===== src/gco_pkg.sv =====
// ----------------------------------------------------------------------------
// gco_pkg
// Shared constants and types of the greedy connectivity ordering core.
// ----------------------------------------------------------------------------
package gco_pkg;

  localparam int MAX_NODES = 256;
  localparam int ID_W      = 8;
  localparam int CNT_W     = 9;
  localparam int KEY_W     = 2 * CNT_W;
  localparam int WORD_W    = 64;
  localparam int WSEL_W    = 2;
  localparam int BSEL_W    = 6;
  localparam int ADJ_AW    = ID_W + WSEL_W;

  localparam logic [1:0] KIND_CLAUSE = 2'd0;
  localparam logic [1:0] KIND_ORDER  = 2'd1;
  localparam logic [1:0] KIND_RUN    = 2'd2;
  localparam logic [1:0] KIND_QUERY  = 2'd3;

  typedef struct packed {
    logic             valid;
    logic             init;
    logic [KEY_W-1:0] key;
    logic [ID_W-1:0]  pos;
    logic [ID_W-1:0]  node;
  } cand_t;

endpackage


===== src/gco_best.sv =====
// ----------------------------------------------------------------------------
// gco_best
// Shared compare unit: keeps the best candidate seen in the current scan.
// ----------------------------------------------------------------------------
module gco_best (
  input  logic                       clk,
  input  gco_pkg::cand_t             cand,
  output logic [gco_pkg::ID_W-1:0]   best_pos,
  output logic [gco_pkg::ID_W-1:0]   best_node
);

  logic [gco_pkg::KEY_W-1:0] best_key_r;
  logic [gco_pkg::ID_W-1:0]  best_pos_r;
  logic [gco_pkg::ID_W-1:0]  best_node_r;
  logic                      take;

  assign take = cand.valid && (cand.init || (cand.key > best_key_r));

  always_ff @(posedge clk) begin
    if (take) begin
      best_key_r  <= cand.key;
      best_pos_r  <= cand.pos;
      best_node_r <= cand.node;
    end
  end

  assign best_pos  = best_pos_r;
  assign best_node = best_node_r;

endmodule

===== config.mk =====
export PLATFORM = sky130hd
export DESIGN_NAME = gco_best
export DESIGN_NICKNAME = d
export VERILOG_FILES = /design/src/gco_pkg.sv /design/src/gco_best.sv
export SDC_FILE = /design/constraint.sdc
export NUM_CORES = 1
export LEC_CHECK = 0
export CORE_AREA = 2 2 81 83
export DETAILED_ROUTE_END_ITERATION = 7
export DIE_AREA = 0 0 83 85
export DONT_BUFFER_PORTS = 1
export GPL_TIMING_DRIVEN = 0
export MAX_ROUTING_LAYER = met4
export PLACE_DENSITY = 0.46
export SLEW_MARGIN = 15
export SYNTH_ARGS = -nofsm -noshare
export SYNTH_HDL_FRONTEND = slang
export SYNTH_SLANG_ARGS = --single-unit

===== constraint.sdc =====
create_clock -name clk -period 3.5 [get_ports clk]
set_input_delay 0.35 -clock clk [delete_from_list [all_inputs] [get_ports clk]]
set_output_delay 0.35 -clock clk [all_outputs]
set_load 0.05 [all_outputs]

==> reports/metrics.sh <==
STATUS='finished clean'
LAYOUT_MIN_CYCLE_TIME_PS=2670
YS_TOP_CELLS_BY_COUNT='edfxtp_1 (34), inv_1 (19), ha_1 (18)'
COMBINATIONAL_FAMILY_WITH_THE_MOST_AREA_AFTER_SYNTHESIS='adder cells'
TIMING.REG2REG.SETUP_SLACK_PS=830
GRT_PASS1_WL_UM=4570
WORST_PIN_SLEW_PS=814
USE_MET3_PCT=5.06
MOST_INSTANTIATED_FLIP_FLOP_CELL_IN_THE_SYNTHESIS_NETLIST='edfxtp_1'
TIMING_MAX_TRANSITION_VIOLATIONS_FINAL=0
ROWS=29
P_LEAK_nW=0.670
DPL.HPWL_UM=2120
DIE_AREA_MM2=0.00706
SYNTHMOSTINSTANTIATEDCELL='edfxtp_1'
DRT_ITER0_DRC=27
CRIT_BUF_INV=1
MAX_SLEW_MARGIN_PCT=45.7
PLACED_AREA_MM2=0.00158
CRITICAL-PATH-TOP-DELAY-FAMILY='simple AND/OR/NAND/NOR gates'
ANT_NETS=0
PORT_BUFFERS=0
CP_REQUIRED_PS=3420
SYNTH_TOP_AREA_CELL='edfxtp_1'
PLACE_INST=175
CRITPATHMAXSTAGEDELAY_PS=490
SYNTH.AREA.MUX_SHARE_PCT=0
FINALSETUPVIOLATIONS=0
YOSYS_WARNINGS=0
SYNTH-COMPOUND-AREA-SHARE_PCT=6.50
STDCELL_COUNT=182
NUMCLOCKSINKS=34
CRITPATHCAPTURETYPE='register'
FIN_NETS=160
YOSYS.AREA_SHARE.XOR_XNOR_PCT=0
ROOT_BUFFER='clkbuf_8'
AVG_VIAS_PER_CELL=4.34
SYN_INST=98
IO-PIN-COUNT=53
DR_TOTAL_VIAS=789
GRT_UTIL_MET1_PCT=8.76
HTREE_NUM_LEVELS=2
DR.PASS1.ITERS=4
GRT_ANTENNA_BEFORE_REPAIR=0
TRACK_USAGE_PCT=8.78
SYNTH_ADDER_AREA_SHARE_PCT=15.2
DIE_HEIGHT_UM=85
CRITICALPATHCATEGORY='reg -> reg'
CLOCK_INSERTION_DELAY_WORST_SKEW_PS=280
CLOCKBUFFERDEPTH=2
CTS_HOLD_FIX_BUFS=0
DIODES=0
SYNTHSIMPLEGATEAREAFRAC_PCT=4.64
NETLIST-CELL-TYPE-COUNT=17
INITIAL_CORE_UTIL_PCT=23.9
SYNTHTOPCELLSBYAREA='edfxtp_1 (69%), ha_1 (15%), inv_1 (4.8%)'
DRV_CAP=0
FINALCRITPERIODSHARE_PCT=76.3
GLOBALROUTEMET2UTIL_PCT=14.2
UNREPAIRED_SETUP_ENDPOINTS_AFTER_GLOBAL_ROUTING='no'
SYNTH-EDFF-COUNT=34
GLOBALROUTE.BUSIESTLAYER='met2'
CTS_INSERTED_BUFFERS=5
CLKPWRFRAC_PCT=31.3
GRT.OVERFLOW.TOTAL=0
P_SWITCHING_mW=0.223
SYNTH_AREA_MM2=0.00148
YS_SEQ_AREA_SHARE_PCT=68.9
SYNTHESIS_STAGE_REGISTER_BIT_COUNT=34
YOSYS.AREA.TOP_TYPE_SHARE_PCT=68.9
SEQ_POWER_SHARE_PCT=61.4
ROUTABILITYCONGESTION=0.673
WORST_PATH_MAX_DELAY_CELL='or4_1'
TOTAL_OF_CELLS_RESIZED_AFTER_CLOCK_TREE_SYNTHESIS=0
COMB_POWER_SHARE_PCT=7.3
POST_ROUTE_CELLS_DRIVE_ABOVE_1_SHARE_PCT=5.71
WORST-ENDPOINT-ARRIVAL_PS=2590
CLOCK_TREE_FROM_TRITONCTS='done'
MAX_CLOCK_FREQ_MHz=374
DIEWIDTH_UM=83
IRDROPWORSTVDD_uV=157
LARGEST_NET_DEGREE_AT_THE_START_OF_GLOBAL_ROUTING=35
FINALWIRELENGTH_UM=2790
CELL_BREAKDOWN_OF_THE_CRITICAL_PATH='inv_1 > ha_1 > and4_1 > nand4_1 > or2_0 > or4_1 > and3_2'
WORSTHOLDPATHTYPE='in -> reg'
POST_SYNTH_NET_TOTAL=153
AREA_GROWTH_PCT=11.7
POST_CTS.REPAIR.SETUP_BUFFERS=0
WL_PER_CELL_UM=15.4
SYNTH_AREA_PER_INST_UM2=15.1
POST-ROUTE-DRC-COUNT=0
POWER_PER_CELL_AREA_mW_PER_MM2=524
SETUP-TNS-FINAL_PS=0
START_KIND='register'
CLK_TRANSITION_REPORTED_PATHS_PS=70
CORE-AREA_MM2=0.00620
INTERNAL_POWER_mW=0.645
GRT_PASS1_VIAS=902
FINAL_DESIGN_AREA_NO_FILL_MM2=0.00166
SYNTHARSTFLOPSHARE_PCT=0
FINALCLOCKSKEW_PS=5.45
FINAL-HOLD-VIOLATION-COUNT=0
CRITICAL_PATH_PEAK_FANOUT=34
SWITCHING_PART_OF_THE_TOTAL_PCT=25.7
registers in the layout, summed over array words and instances (netlist names):
name,flops
best_node,8
best_key_r,18
best_pos,8
layer usage:
layer / up-vias / share of wire, %
met2: 41 / 49
met3: 5 / 9.6
met5: - / 0
met4: 0 / 1.4
li1: 372 / -
met1: 371 / 40
cell type report:
type	count	area (um^2)
Clock buffer	7	76.3
Fill cell	638	4550
Inverter	19	71.3
Multi-Input combinational cell	45	392
Sequential cell	34	1020
Tap cell	77	96.3
through the flow:
step / hold slack, ps / utilization [%] / power, mW / setup WS, ps
after global routing: 138 / 26.7 / 0.921 / 676
after floorplan: 449 / - / 0.587 / 893
after global placement: 449 / 25.4 / 0.602 / 449
after detailed placement: 449 / 25.5 / 0.607 / 810
after CTS: 149 / 26.7 / 0.887 / 793
final: 162 / 26.7 / 0.868 / 829
worst reg2reg max path: stages, from the launching register on:
cell and delay [ps]:
edfxtp_1 320, inv_1 50, ha_1 300, and4_1 240
nand4_1 140, or2_0 260, or4_1 490, and3_2 490
final timing paths:
path | start | end | cells past startpoint
setup / recovery | best_key_r[17] | best_pos[0] | 7
hold / removal | cand[33] | best_key_r[17] | 0
setup reg to reg | best_key_r[17] | best_pos[0] | 7
hold reg to reg | best_key_r[5] | best_key_r[1] | 5
placed cells by master, fill, tap and decap left out, drive strengths merged:
| master | count |
|---|---|
| a21oi | 6 |
| and2 | 1 |
| or4 | 1 |
| a21o | 4 |
| clkbuf | 7 |
| and3 | 1 |
| nand2 | 3 |
| and4 | 1 |
| o221ai | 1 |
| o21ai | 2 |
| or2 | 1 |
| edfxtp | 34 |
| a211oi | 1 |
| a221o | 1 |
| ha | 18 |
| nor2 | 1 |
| inv | 19 |
| nand4 | 3 |
power groups by stage:
stage | sequential [mW] | clock, mW | combinational (mW)
floorplan | 0.539 | 0 | 0.0480
global placement | 0.542 | 0 | 0.0596
detailed placement | 0.542 | 0 | 0.0645
CTS | 0.533 | 0.289 | 0.0648
global route | 0.535 | 0.310 | 0.0761
finish | 0.533 | 0.272 | 0.0632
logic make-up (layout without fill, tap and decap cells):
group	Yosys count	in the layout
AO/OA/AOI/OAI	15	15
adder cells (fa/ha/maj)	18	18
buffers and inverters	19	26
flip-flops	34	34
AND/OR/NAND/NOR	12	12
Note: power is estimated with default switching activity, not from simulation.
